<file path="src/hdl/adf_pkg.sv">
// Shared types and constants for the advertising flags discovery filter.
`default_nettype none

package adf_pkg;

	// AD structure type and flag bits
	localparam logic [7:0] AD_TYPE_FLAGS = 8'h01;
	localparam logic [7:0] BIT_LIMITED   = 8'h01;
	localparam logic [7:0] BIT_GENERAL   = 8'h02;

	// Discovery modes; the last code is undefined and fails every report
	localparam logic [1:0] MODE_NONE    = 2'd0;
	localparam logic [1:0] MODE_LIMITED = 2'd1;
	localparam logic [1:0] MODE_GENERAL = 2'd2;
	localparam logic [1:0] MODE_UNKNOWN = 2'd3;

	// Walk position inside an LTV structure
	typedef enum logic [1:0] {
		PH_LEN       = 2'd0,
		PH_TYPE      = 2'd1,
		PH_VAL_FIRST = 2'd2,
		PH_VAL_REST  = 2'd3
	} phase_t;

	// One input transaction
	typedef struct packed {
		logic [7:0] data_byte;
		logic       has_byte;
		logic       last_byte;
	} item_t;

	// One verdict
	typedef struct packed {
		logic [7:0] flags_value;
		logic       flags_found;
		logic       report_pass;
	} result_t;

endpackage

`default_nettype wire

</file>
<file path="src/hdl/adf_in_stage.sv">
// Input register stage: captures one accepted transaction per cycle while it has room.
`default_nettype none

module adf_in_stage (
	input  wire logic          clk,
	input  wire logic          arst_n,
	input  wire logic          in_valid,
	output logic               in_ready,
	input  wire adf_pkg::item_t in_item,
	input  wire logic          advance,
	output logic               valid_s1,
	output adf_pkg::item_t     item_s1
);

	// Room whenever the stage is empty or drains this cycle
	assign in_ready = !valid_s1 || advance;

	always_ff @(posedge clk or negedge arst_n) begin
		if (!arst_n) begin
			valid_s1 <= 1'b0;
		end else if (in_ready) begin
			valid_s1 <= in_valid;
		end
	end

	// Payload needs no reset
	always_ff @(posedge clk) begin
		if (in_ready && in_valid) begin
			item_s1 <= in_item;
		end
	end

endmodule

`default_nettype wire

</file>
<file path="src/hdl/adf_walk.sv">
// LTV walk state, flags capture and verdict logic.
`default_nettype none

module adf_walk (
	input  wire logic           clk,
	input  wire logic           arst_n,
	input  wire logic           en,
	input  wire adf_pkg::item_t item,
	input  wire logic [1:0]     mode,
	output logic                res_valid,
	output adf_pkg::result_t    res
);

	adf_pkg::phase_t phase_q, phase_d;
	logic [7:0] left_q, left_d;
	logic       is_flags_q, is_flags_d;
	logic [7:0] held_q, held_d;
	logic       seen_q, seen_d;
	logic       over_q, over_d;
	logic [7:0] left_m1;
	logic [7:0] fv;

	assign left_m1 = left_q - 8'd1;

	// Next walk state for one byte
	always_comb begin
		phase_d    = phase_q;
		left_d     = left_q;
		is_flags_d = is_flags_q;
		held_d     = held_q;
		seen_d     = seen_q;
		over_d     = over_q;
		if (item.has_byte && !over_q) begin
			case (phase_q)
				adf_pkg::PH_LEN: begin
					if (item.data_byte == 8'd0) begin
						over_d = 1'b1;
					end else begin
						left_d  = item.data_byte;
						phase_d = adf_pkg::PH_TYPE;
					end
				end
				adf_pkg::PH_TYPE: begin
					is_flags_d = (item.data_byte == adf_pkg::AD_TYPE_FLAGS) &&
						(left_q >= 8'd2);
					left_d  = left_m1;
					phase_d = (left_m1 == 8'd0) ? adf_pkg::PH_LEN : adf_pkg::PH_VAL_FIRST;
				end
				default: begin
					// value bytes; first one may be the flags byte
					if (phase_q == adf_pkg::PH_VAL_FIRST && is_flags_q) begin
						held_d = item.data_byte;
					end
					left_d = left_m1;
					if (left_m1 == 8'd0) begin
						if (is_flags_q) begin
							seen_d = 1'b1;
							over_d = 1'b1;
						end
						is_flags_d = 1'b0;
						phase_d    = adf_pkg::PH_LEN;
					end else begin
						phase_d = adf_pkg::PH_VAL_REST;
					end
				end
			endcase
		end
	end

	// Verdict from the state after this byte
	always_comb begin
		fv = seen_d ? held_d : 8'd0;
		res.flags_found = seen_d;
		res.flags_value = fv;
		case (mode)
			adf_pkg::MODE_NONE:    res.report_pass = 1'b1;
			adf_pkg::MODE_LIMITED: res.report_pass = seen_d &&
				((fv & adf_pkg::BIT_LIMITED) != 8'd0);
			adf_pkg::MODE_GENERAL: res.report_pass = seen_d &&
				((fv & (adf_pkg::BIT_LIMITED | adf_pkg::BIT_GENERAL)) != 8'd0);
			default:               res.report_pass = 1'b0;
		endcase
	end

	assign res_valid = en && item.last_byte;

	// Walk state; cleared after each report's verdict
	always_ff @(posedge clk or negedge arst_n) begin
		if (!arst_n) begin
			phase_q    <= adf_pkg::PH_LEN;
			left_q     <= 8'd0;
			is_flags_q <= 1'b0;
			held_q     <= 8'd0;
			seen_q     <= 1'b0;
			over_q     <= 1'b0;
		end else if (en) begin
			if (item.last_byte) begin
				phase_q    <= adf_pkg::PH_LEN;
				left_q     <= 8'd0;
				is_flags_q <= 1'b0;
				held_q     <= 8'd0;
				seen_q     <= 1'b0;
				over_q     <= 1'b0;
			end else begin
				phase_q    <= phase_d;
				left_q     <= left_d;
				is_flags_q <= is_flags_d;
				held_q     <= held_d;
				seen_q     <= seen_d;
				over_q     <= over_d;
			end
		end
	end

	// A found flags structure always stops the search
	a_seen_stops: assert property (@(posedge clk) disable iff (!arst_n)
		seen_q |-> over_q)
		else $error("flags seen without search over");

	// Walk state is clear after a verdict
	a_clear_after_last: assert property (@(posedge clk) disable iff (!arst_n)
		res_valid |=> (phase_q == adf_pkg::PH_LEN) && !seen_q && !over_q && (left_q == 8'd0))
		else $error("walk state not cleared after verdict");

	// Unknown mode never passes, no-filter mode always passes
	a_mode_verdict: assert property (@(posedge clk) disable iff (!arst_n)
		res_valid |-> ((mode == adf_pkg::MODE_UNKNOWN) ? !res.report_pass :
			((mode == adf_pkg::MODE_NONE) ? res.report_pass : 1'b1)))
		else $error("verdict inconsistent with mode");

endmodule

`default_nettype wire

</file>
<file path="src/hdl/adf_out_reg.sv">
// Result register with backpressure; drives the pipeline advance.
`default_nettype none

module adf_out_reg (
	input  wire logic             clk,
	input  wire logic             arst_n,
	input  wire logic             res_valid,
	input  wire adf_pkg::result_t res,
	input  wire logic             out_ready,
	output logic                  out_valid,
	output adf_pkg::result_t      out_res,
	output logic                  advance
);

	// Register may load when empty or being taken
	assign advance = !out_valid || out_ready;

	always_ff @(posedge clk or negedge arst_n) begin
		if (!arst_n) begin
			out_valid <= 1'b0;
		end else if (advance) begin
			out_valid <= res_valid;
		end
	end

	always_ff @(posedge clk) begin
		if (advance && res_valid) begin
			out_res <= res;
		end
	end

endmodule

`default_nettype wire

</file>
<file path="src/hdl/adv_flags_discovery_filter_top.sv">
// Top level of the advertising flags discovery filter.
`default_nettype none

// Takes one advertising data byte per transaction on the slave stream and, on the
// transaction with tlast set, returns one verdict on the master stream. A transaction
// can be accepted every cycle; the verdict is offered on the master stream once it
// passes from the input register through the walk logic into the result register.
// The input stalls only while a finished verdict waits in the result register.
// tuser low marks a transaction that carries no byte (an empty report when tlast
// is set). discovery_mode is written over the cfg channel, which is always ready;
// the user must write it only while the block is idle; the block does not enforce it.
module adv_flags_discovery_filter_top (
	input  wire logic        clk,
	input  wire logic        arst_n,
	// configuration
	input  wire logic        cfg_valid,
	output logic             cfg_ready,
	input  wire logic [1:0]  cfg_data,     // discovery_mode
	// byte stream in
	input  wire logic        s_tvalid,
	output logic             s_tready,
	input  wire logic [7:0]  s_tdata,      // [7:0] data_byte
	input  wire logic        s_tuser,      // [0] has_byte
	input  wire logic        s_tlast,      // last_byte
	// verdict out
	output logic             m_tvalid,
	input  wire logic        m_tready,
	output logic [15:0]      m_tdata       // [0] report_pass, [1] flags_found,
	                                       // [9:2] flags_value, [15:10] zero
);

	logic [1:0]       mode_q;
	adf_pkg::item_t   in_item;
	adf_pkg::item_t   item_s1;
	logic             valid_s1;
	logic             advance;
	logic             res_valid;
	adf_pkg::result_t res;
	adf_pkg::result_t out_res;

	// Mode register
	assign cfg_ready = 1'b1;
	always_ff @(posedge clk or negedge arst_n) begin
		if (!arst_n) begin
			mode_q <= adf_pkg::MODE_NONE;
		end else if (cfg_valid && cfg_ready) begin
			mode_q <= cfg_data;
		end
	end

	assign in_item = '{data_byte: s_tdata, has_byte: s_tuser, last_byte: s_tlast};

	adf_in_stage u_in (
		.clk      (clk),
		.arst_n   (arst_n),
		.in_valid (s_tvalid),
		.in_ready (s_tready),
		.in_item  (in_item),
		.advance  (advance),
		.valid_s1 (valid_s1),
		.item_s1  (item_s1)
	);

	adf_walk u_walk (
		.clk       (clk),
		.arst_n    (arst_n),
		.en        (valid_s1 && advance),
		.item      (item_s1),
		.mode      (mode_q),
		.res_valid (res_valid),
		.res       (res)
	);

	adf_out_reg u_out (
		.clk       (clk),
		.arst_n    (arst_n),
		.res_valid (res_valid),
		.res       (res),
		.out_ready (m_tready),
		.out_valid (m_tvalid),
		.out_res   (out_res),
		.advance   (advance)
	);

	assign m_tdata = {6'd0, out_res.flags_value, out_res.flags_found, out_res.report_pass};

	// Missing flags means a zero flags byte
	a_no_flags_zero: assert property (@(posedge clk) disable iff (!arst_n)
		(m_tvalid && !m_tdata[1]) |-> (m_tdata[9:2] == 8'd0))
		else $error("flags value without flags found");

	// Input stalls only behind a held verdict
	a_stall_cause: assert property (@(posedge clk) disable iff (!arst_n)
		!s_tready |-> (m_tvalid && !m_tready))
		else $error("input stalled without output backpressure");

endmodule

`default_nettype wire
</file>
<file path="config.mk">
export PLATFORM = sky130hd
export DESIGN_NAME = adv_flags_discovery_filter_top
export DESIGN_NICKNAME = d
export VERILOG_FILES = /design/src/hdl/adf_pkg.sv /design/src/hdl/adf_in_stage.sv /design/src/hdl/adf_walk.sv /design/src/hdl/adf_out_reg.sv /design/src/hdl/adv_flags_discovery_filter_top.sv
export SDC_FILE = /design/constraint.sdc
export NUM_CORES = 1
export LEC_CHECK = 0
export BUFFER_PORTS_ARGS = -buffer_cell sky130_fd_sc_hd__buf_2
export CORE_MARGIN = 10
export CORE_UTILIZATION = 30
export DETAILED_ROUTE_END_ITERATION = 6
export SYNTH_ARGS = -nofsm -noshare
export SYNTH_HDL_FRONTEND = slang
export SYNTH_SLANG_ARGS = --single-unit
</file>
<file path="constraint.sdc">
create_clock -name clk -period 3.6 [get_ports clk]
set_input_delay 0.36 -clock clk [delete_from_list [all_inputs] [get_ports clk]]
set_output_delay 0.36 -clock clk [all_outputs]
set_load 0.01 [all_outputs]
</file>
==> run_results.csv, run 1 <==
group,metric,value,unit
detailed_routing,routed_wirelength,4760,um
sta,timing_worst_slew_pin_value,0.816,ns
global_routing,antenna_violations_before_repair,0,
sta,final.setup.tns,0,ns
sta,setup_ws,1.46,ns
floorplanning,num_io_pins,36,
floorplanning,chipHeight,107,um
sta,post-route-period-util,0.595,
cells_and_area,drive_gt1_frac,0.209,
place,place_worst_setup_slack,1.46,ns
cts,cts_made_buffers,5,
worst_setup_path,critical_path.reg2reg.endpoint,"u_out.out_res[0]",
global_routing,gr-usage-met1,0.121,
cts,cts.hold.buffers_added,0,
sta,final_period_minus_worst_setup_slack,2.14,ns
yosys,synth_area,0.00227,sq mm
global_routing,grtUsageMet2,0.125,
sta,maxClockFrequency,467,MHz
cts,cts_repair_resize_count,0,
sta,setup_viol_count_final,0,
place,gp_congestion,0.840,
global_routing,grt_overflow,0,
cts,cts.sink_count,45,
global_routing,largest_net_degree_at_the_start_of_global_routing,26,
cts,htreeDepth,2,
detailed_routing,wl_per_cell,14.3,um
yosys,synth_seq_area_share,0.539,
worst_setup_path,critical_path.endpoint_type,"flop",
worst_setup_path,arrival,2.17,ns
job,drv.max_cap_violation_count,0,
cts,clk_latency,0.30,ns
run_status,status,"finished, final reports clean",
worst_setup_path,worst_path_largest_cell_delay,0.53,ns
sta,grt_setup_unrepaired,"false",
yosys,postSynthCellCount,207,
power,power.density_cell_area,607,mW/mm^2
worst_setup_path,worst-path-max-fanout,11,
yosys,synth_top_cell_area_share,0.275,
yosys,largest_area_contributor_in_the_netlist,"dfrtp_1",
worst_setup_path,worst_r2r_path_depth,5,
worst_setup_path,r2r_start,"u_walk.left_q[0]",
sta,drv_slew,0,
cts,clock_transition_at_the_register_clock_pins_on_the_worst_setup_and_hold_paths_after_cts,0.09,ns
detailed_routing,drt-vias-per-instance,4.70,
detailed_routing,postRouteAntennaNets,0,
sta,clock-skew-final,0.0116,ns
floorplanning,fp-row-count,31,
worst_setup_path,crit_type,"flop to flop",
cts,post_cts_buffers,0,
cells_and_area,final_net_count,257,
place,placedCellCount,326,
worst_setup_path,worstPathCellList,"nor3_4 -> xor2_1 -> nor3_1 -> nor2_1 -> o32ai_2",
cts,longest_clk_path_bufs,2,
sta,timing_hold_violations_final,0,
cts,tritoncts,"built",
worst_setup_path,startpoint,"u_walk.left_q[0]",
place,place_hpwl,3640,um
yosys,synth-seq-cells,45,
min_path,class_of_the_tightest_hold_or_removal_check,"primary input to async pin",
cts,cts.root.buffer_cell,"clkbuf_8",
power,p_leak,1.06,nW
worst_setup_path,timing.critical_path.required,3.63,ns
power,worst_ir_drop_vdd,0.299,mV
place,portBuffers,28,
detailed_routing,drt_pre_antenna_iters,4,
cells_and_area,areaGrowthSynthToFinish,11.7,%
yosys,synth_area_per_cell,11.0,sq um
worst_setup_path,cp_num_buf_inv,0,
global_routing,grtUsageTotal,0.0880,
worst_setup_path,stages_on_worst_setup_path,5,
cells_and_area,final_common_cell,"buf_2",
global_routing,via_count_of_the_first_global_routing_pass,1604,
worst_setup_path,setup.worst_path.start_class,"flop",
detailed_routing,drc,0,
yosys,synth.area.top_cells,"dfrtp_1 (28%), edfxtp_1 (26%), o21ai_0 (4.6%), nor2_1 (4.1%), mux2i_1 (3.5%)",
floorplanning,design.die.area,0.0115,sq mm
worst_setup_path,timing.critical_path.max_delay_family,"simple AND/OR/NAND/NOR gates",
global_routing,grt_most_used_layer,"met2",
sta,worst_slew_margin_rel,0.454,
worst_setup_path,reg2reg_slack,1.46,ns
detailed_routing,detailroute.via_count,1569,
detailed_routing,detailedRoute.firstIterationViolations,90,
yosys,synth_warnings,0,
floorplanning,core_area,0.00729,sq mm
cells_and_area,fin_cells,334,
worst_setup_path,crit_path_top_delay_cell,"nor2_1",
cells_and_area,most-common-layout-cells,"buf_2 (28), nor2_1 (25), dfrtp_1 (25)",
floorplanning,overall_die_width,107,um
yosys,yosys.cell_types.count,41,
global_routing,grt_first_pass_wirelength,8080,um
global_routing,grt.met3_usage,0.0216,
cells_and_area,antenna_cells,0,
floorplanning,effective_utilization_at_floorplan,0.312,
==> through the flow <==
step,power (mW),util,hold WS [ns],area (sq um)
floorplan,1.13,-,0.0644,2290
global route,1.66,0.348,0.0848,2540
finish,1.54,0.348,0.0528,2540
detailed placement,1.24,0.337,0.398,2450
global placement,1.24,0.337,0.399,2450
CTS,1.55,0.348,0.0669,2540
==> state kept, by name, summed over array words and instances, names as in the netlist <==
signal             count
u_in.item_s1          10
u_out.out_res         10
u_walk.held_q          8
u_walk.left_q          8
mode_q                 2
u_walk.phase_q         2
u_in.valid_s1          1
u_out.out_valid        1
u_walk.is_flags_q      1
u_walk.over_q          1
u_walk.seen_q          1
==> power breakdown <==
| part | switching [mW] | total (mW) | internal [mW] |
|---|---|---|---|
| clock network | 0.171 | 0.309 | 0.139 |
| registers | 0.119 | 0.748 | 0.628 |
| logic | 0.287 | 0.485 | 0.198 |
| total | 0.577 | 1.54 | 0.966 |
==> logic make-up after synthesis <==
group	after synthesis	synth area share
DFF	45	0.539
muxes	8	0.0352
buffers and inverters	22	0.0594
and+or+nand+nor	70	0.174
xor gates and xnor gates	2	0.00771
other	2	0.00330
adders and majority gates	6	0.0330
AOI/OAI and AO/OA	52	0.148
==> final cells by class <==
type / count / area [sq um]
multi-input cells: 145 / 931
inverters: 9 / 33.8
well taps: 99 / 124
clock buffers: 7 / 76.3
repair buffers: 28 / 140
flip-flops and latches: 45 / 1230
clock inverters: 1 / 8.76
fillers: 767 / 4750
==> how the worst max path moves through the flow <==
stage / end
6_report: u_out.out_res[0]
5_1_grt: u_out.out_res[0]
4_1_cts: u_out.out_res[0]
3_5_place_dp: u_out.out_res[0]
3_3_place_gp: u_out.out_res[0]
2_1_floorplan: u_out.out_res[3]
==> synth_stat cells <==
cell,count
dfrtp_1,25
inv_1,9
o32ai_2,1
nand2_1,15
mux2i_1,8
o211ai_1,2
nand2b_1,4
nand3b_1,2
conb_1,2
or2_1,1
and2b_1,1
o21ai_0,21
o31ai_1,3
nor2_1,25
o21a_1,1
o21ai_1,1
edfxtp_1,20
a21oi_1,11
nor3b_1,1
a22oi_1,4
nand4b_4,1
nor3_4,2
nor2b_1,2
nand4_1,2
a21o_2,1
and4bb_2,1
a22o_2,6
xor2_1,1
o21bai_2,1
buf_6,3
nor3_1,5
ha_1,6
nor4b_1,1
nand3_1,1
nor4_1,2
or2_2,1
nor2_8,1
buf_4,8
xnor2_1,1
clkbuf_1,2
and2_1,2
==> layer usage <==
metal	wire length (um)	part of all wire	vias up
met3	237	0.050	7
met4	91	0.019	0
met2	2020	0.42	50
met1	2410	0.51	735
met5	0	0	-
li1	-	-	777
No activity file was read; power rests on OpenSTA's default activity.
==> inputs of run 2 (changes only) <==
==> constraint.sdc (replaced) <==
create_clock -name clk -period 1.9 [get_ports clk]
set_input_delay 0.19 -clock clk [delete_from_list [all_inputs] [get_ports clk]]
set_output_delay 0.19 -clock clk [all_outputs]
set_load 0.01 [all_outputs]
==> run_results.csv, run 2 (synthesized netlist as in run 1, its figures left out) <==
group,metric,value,unit
global_routing,via_count_of_the_first_global_routing_pass,1685,
power,p_leak,1.14,nW
worst_setup_path,arrival,1.88,ns
worst_setup_path,timing.critical_path.required,2.02,ns
cells_and_area,final_net_count,273,
cells_and_area,fin_cells,350,
sta,worst_slew_margin_rel,0.610,
cts,longest_clk_path_bufs,2,
cells_and_area,finalCoreUtilization,0.370,
cells_and_area,multiInputGateArea,955,sq um
global_routing,largest_net_degree_at_the_start_of_global_routing,26,
cts,post_cts_buffers,0,
worst_setup_path,setup.worst_path.start_class,"flop",
global_routing,grt_first_pass_wirelength,8450,um
sta,timing_hold_violations_final,0,
worst_setup_path,worst-path-max-fanout,11,
floorplanning,num_io_pins,36,
floorplanning,core_area,0.00729,sq mm
sta,maxClockFrequency,570,MHz
place,placedCellCount,341,
place,portBuffers,28,
sta,final_period_minus_worst_setup_slack,1.75,ns
floorplanning,chipHeight,107,um
floorplanning,effective_utilization_at_floorplan,0.312,
floorplanning,design.die.area,0.0115,sq mm
cts,cts_made_buffers,5,
detailed_routing,drc,0,
floorplanning,overall_die_width,107,um
sta,grt_setup_unrepaired,"false",
min_path,class_of_the_tightest_hold_or_removal_check,"primary input to flop",
detailed_routing,postRouteAntennaNets,0,
sta,clock-skew-final,0.00837,ns
cts,cts.sink_count,45,
detailed_routing,routed_wirelength,4900,um
run_status,status,"finished, final reports clean",
cells_and_area,antenna_cells,0,
detailed_routing,drt_pre_antenna_iters,5,
sta,timing_worst_slew_pin_value,0.580,ns
worst_setup_path,crit_path_top_delay_cell,"dfrtp_1",
cts,clk_latency,0.29,ns
cells_and_area,areaGrowthSynthToFinish,18.5,%
global_routing,antenna_violations_before_repair,0,
worst_setup_path,worst_path_largest_cell_delay,0.39,ns
place,place_worst_setup_slack,0.101,ns
cells_and_area,final_design_area_no_fill,0.00270,sq mm
power,power.density_cell_area,1160,mW/mm^2
detailed_routing,detailedRoute.firstIterationViolations,155,
power,totalPowerFinal,3.13,mW
worst_setup_path,worstPathCellList,"inv_2 -> ha_4 -> xnor2_1 -> nand4_1 -> nor3_2 -> nor2_1 -> buf_4 -> o32ai_2",
sta,setup_ws,0.145,ns
detailed_routing,wl_per_cell,14.0,um
cells_and_area,sequential_cell_area,0.00123,sq mm
cts,clock_transition_at_the_register_clock_pins_on_the_worst_setup_and_hold_paths_after_cts,0.09,ns
place,place_area,0.00257,sq mm
sta,final.setup.tns,0,ns
cts,htreeDepth,2,
cells_and_area,filler_cell_count,754,
global_routing,grtUsageTotal,0.0902,
place,place_hpwl,3830,um
place,gp_congestion,0.827,
cells_and_area,drive_gt1_frac,0.279,
cells_and_area,reg_top3,"u_in.item_s1: 10 flops, u_out.out_res: 10 flops",
sta,hold_slack,0.0632,ns
global_routing,grt_overflow,0,
sta,setup_viol_count_final,0,
floorplanning,fp-row-count,31,
cells_and_area,final_common_cell,"buf_2",
job,drv.max_cap_violation_count,0,
power,worst_ir_drop_vdd,0.702,mV
cts,tritoncts,"built",
cts,cts.root.buffer_cell,"clkbuf_8",
worst_setup_path,critical_path.endpoint_type,"flop",
sta,drv_slew,0,
cells_and_area,most-common-layout-cells,"buf_2 (28), nor2_1 (25), dfrtp_1 (25)",
detailed_routing,detailroute.via_count,1623,
detailed_routing,drt-vias-per-instance,4.64,
worst_setup_path,crit_type,"flop to flop",
sta,post-route-period-util,0.924,
run 2: what timing repair did:
item / CTS / global route
hold endpoints to repair: 25 / 0
endpoints found under the setup margin: 0 / 4
resized for setup: 0 / 6
hold buffers: 1 / 0
run 2: path summary, 6_finish.rpt:
check / to / slack (ns) / cells past startpoint / from
setup reg to reg: u_out.out_res[0] / 0.15 / 8 / u_walk.left_q[0]
hold reg to reg: u_walk.held_q[3] / 0.50 / 1 / u_walk.held_q[3]
setup / recovery: u_out.out_res[0] / 0.15 / 8 / u_walk.left_q[0]
max in group asynchronous: u_walk.seen_q / 1.10 / 2 / arst_n
min in group asynchronous: u_walk.held_q[4] / 0.41 / 2 / arst_n
hold / removal: u_in.item_s1[8] / 0.06 / 1 / s_tdata[6]
run 2: metal layers:
metal	up-vias	part of all wire	global-route usage	wire length (um)
li1	804	-	-	-
met1	756	0.49	0.120	2400
met2	52	0.44	0.137	2160
met3	11	0.047	0.0246	231
met4	0	0.020	0.0338	100
met5	-	0	0	0
run 2: layout make-up:
class                      count  share of cell area
clock inverter                 1             0.00279
clock buffer                   7              0.0320
inverter                       9              0.0125
multi-input combinational    145               0.354
tap                           99              0.0460
sequential                    45               0.455
timing repair buffer          44              0.0975
run 2: power breakdown:
| group | internal [mW] | leakage (nW) | switching (mW) |
|---|---|---|---|
| combinational | 0.500 | 0.570 | 0.638 |
| sequential | 1.19 | 0.522 | 0.182 |
| clock | 0.296 | 0.0445 | 0.319 |
| total | 1.99 | 1.14 | 1.14 |
run 2: worst max-delay path: cells and delay by family (launching register included):
| family | cells | cell delay [ns] |
|---|---|---|
| and+or+nand+nor | 3 | 0.44 |
| DFF | 1 | 0.39 |
| buffers and inverters | 2 | 0.25 |
| AOI/OAI and AO/OA | 1 | 0.25 |
| adders and majority gates | 1 | 0.15 |
| xor gates and xnor gates | 1 | 0.11 |
==> inputs of run 3 (changes only) <==
--- a/config.mk
+++ b/config.mk
@@ -9,6 +9,7 @@
 export CORE_MARGIN = 10
 export CORE_UTILIZATION = 30
 export DETAILED_ROUTE_END_ITERATION = 6
+export GPL_TIMING_DRIVEN = 0
 export SYNTH_ARGS = -nofsm -noshare
 export SYNTH_HDL_FRONTEND = slang
 export SYNTH_SLANG_ARGS = --single-unit
==> run_results.csv, run 3 (synthesized netlist as in run 1, its figures left out) <==
group,metric,value,unit
run_status,status,"finished, final reports clean",
sta,maxClockFrequency,547,MHz
detailed_routing,wl_per_cell,13.9,um
cts,cts.sink_count,45,
cts,longest_clk_path_bufs,2,
worst_setup_path,crit_path_top_delay_cell,"edfxtp_1",
sta,setup_ws,0.0715,ns
floorplanning,effective_utilization_at_floorplan,0.312,
place,portBuffers,28,
detailed_routing,routed_wirelength,4860,um
detailed_routing,detailroute.wirelength.met2,2150,um
floorplanning,num_io_pins,36,
worst_setup_path,crit_type,"flop to flop",
worst_setup_path,reg2reg_slack,0.07,ns
power,p_leak,1.13,nW
cts,clk_latency,0.30,ns
cells_and_area,antenna_cells,0,
detailed_routing,drt-vias-per-instance,4.61,
worst_setup_path,worst_r2r_path_depth,5,
global_routing,antenna_violations_before_repair,0,
detailed_routing,detailroute.via_count,1613,
detailed_routing,detailedRoute.firstIterationViolations,129,
min_path,hold-path-endpoint,"u_in.item_s1[1]",
detailed_routing,wl_met1,2350,um
cells_and_area,drive_gt1_frac,0.275,
global_routing,via_count_of_the_first_global_routing_pass,1610,
cts,tritoncts,"built",
worst_setup_path,timing.critical_path.required,2.11,ns
detailed_routing,postRouteAntennaNets,0,
sta,final.setup.tns,0,ns
power,power.density_cell_area,1130,mW/mm^2
cells_and_area,filler_cell_count,751,
cells_and_area,fin_cells,350,
cells_and_area,multiInputGateArea,948,sq um
worst_setup_path,setup.worst_path.start_class,"flop",
worst_setup_path,worstPathCellList,"nor4_1 -> nand3_1 -> o21bai_2 -> o21ai_0 -> o21ai_0",
place,place_worst_setup_slack,-0.0394,ns
min_path,min-delay-start,"s_tuser",
worst_setup_path,worst-path-max-fanout,10,
sta,timing_worst_slew_pin_value,0.586,ns
sta,post-route-period-util,0.962,
cts,cts_made_buffers,5,
global_routing,grtUsageTotal,0.0895,
cells_and_area,areaGrowthSynthToFinish,18.2,%
floorplanning,chipHeight,107,um
cells_and_area,final_design_area_no_fill,0.00269,sq mm
worst_setup_path,worst_path_largest_cell_delay,0.47,ns
cts,clock_transition_at_the_register_clock_pins_on_the_worst_setup_and_hold_paths_after_cts,0.07,ns
cells_and_area,final_net_count,274,
place,gp_congestion,0.846,
power,worst_ir_drop_vdd,0.652,mV
worst_setup_path,critical_path.reg2reg.endpoint,"u_walk.left_q[6]",
floorplanning,fp-row-count,31,
place,place_area,0.00256,sq mm
sta,drv_slew,0,
job,drv.max_cap_violation_count,0,
min_path,worstHoldPathCells,1,
power,totalPowerFinal,3.03,mW
worst_setup_path,critical_path.endpoint_type,"flop",
cells_and_area,most-common-layout-cells,"buf_2 (28), nor2_1 (24), dfrtp_1 (23)",
place,placedCellCount,339,
floorplanning,design.die.area,0.0115,sq mm
min_path,class_of_the_tightest_hold_or_removal_check,"primary input to flop",
sta,grt_setup_unrepaired,"true",
cells_and_area,reg_top3,"u_in.item_s1: 10 flops, u_out.out_res: 10 flops",
detailed_routing,routed-wl-met3,278,um
place,place_hpwl,3710,um
sta,final_period_minus_worst_setup_slack,1.83,ns
worst_setup_path,arrival,2.04,ns
global_routing,grt_first_pass_wirelength,8310,um
sta,timing_hold_violations_final,0,
detailed_routing,drt_pre_antenna_iters,4,
detailed_routing,drc,0,
sta,worst_slew_margin_rel,0.610,
cells_and_area,final_common_cell,"buf_2",
cts,cts.root.buffer_cell,"clkbuf_8",
detailed_routing,top_layer,"met4",
sta,setup_viol_count_final,0,
global_routing,grt_overflow,0,
sta,clock-skew-final,0.00832,ns
global_routing,largest_net_degree_at_the_start_of_global_routing,26,
worst_setup_path,timing.critical_path.mode_cell,"o21ai_0",
cts,htreeDepth,2,
cells_and_area,sequential_cell_area,0.00123,sq mm
floorplanning,core_area,0.00729,sq mm
worst_setup_path,r2r_start,"u_in.item_s1[5]",
floorplanning,overall_die_width,107,um
## run 3: cell types whose count changed in the layout (fill, tap and decap cells not counted), sizes merged
cell and change:
clkinv +1, clkinvlp -1, clkbuf +1, buf -1
## run 3: worst max-delay path by stage
stage,start,depth (start not counted),slack [ns],end
final,u_in.item_s1[5],5,0.07,u_walk.left_q[6]
after global routing,u_in.item_s1[5],5,-0.08,u_walk.left_q[0]
after CTS,u_walk.left_q[0],6,0.001,u_out.out_res[8]
after detailed placement,u_walk.left_q[0],7,-0.04,u_out.out_res[0]
after global placement,u_walk.left_q[0],7,0.03,u_out.out_res[0]
after floorplan,u_walk.left_q[0],8,0.29,u_out.out_res[3]
## run 3: repair_timing
item / 4_1_cts / 5_1_grt
pin swaps: 0 / 3
gates resized for setup: 3 / 3
endpoints found under the setup margin: 5 / 27
hold buffers: 1 / 0
buffers inserted: 0 / 3
endpoints found under the hold margin: 25 / 0
## run 3: final cells by class
| cell class | count | area share |
|---|---|---|
| flip-flops and latches | 45 | 0.457 |
| multi-input cells | 145 | 0.353 |
| repair buffers | 32 | 0.0643 |
| well taps | 99 | 0.0461 |
| plain buffers | 13 | 0.0377 |
| clock buffers | 6 | 0.0270 |
| inverters | 9 | 0.0126 |
| clock inverters | 1 | 0.00186 |
## run 3: where the power goes
part | total, mW | internal (mW) | switching [mW]
Clock | 0.548 | 0.250 | 0.298
Combinational | 1.09 | 0.495 | 0.593
Sequential | 1.40 | 1.20 | 0.202
Total | 3.03 | 1.94 | 1.09
## run 3: metal layers
metal | GRT usage | vias up
met5 | 0 | -
met4 | 0.0377 | 0
met3 | 0.0222 | 8
met2 | 0.129 | 52
met1 | 0.124 | 747
li1 | - | 806
## run 3: through the flow
step	util	hold slack, ns
2_1_floorplan	-	-0.106
3_3_place_gp	0.351	0.230
3_5_place_dp	0.351	0.226
4_1_cts	0.364	0.0608
5_1_grt	0.368	0.0548
6_report	0.368	0.0672
## run 3: worst max-delay path: cells and delay by family, from the launching register on
kind / cells / cell delay [ns]
simple gates: 2 / 0.63
flops: 1 / 0.47
compound gates: 3 / 0.65
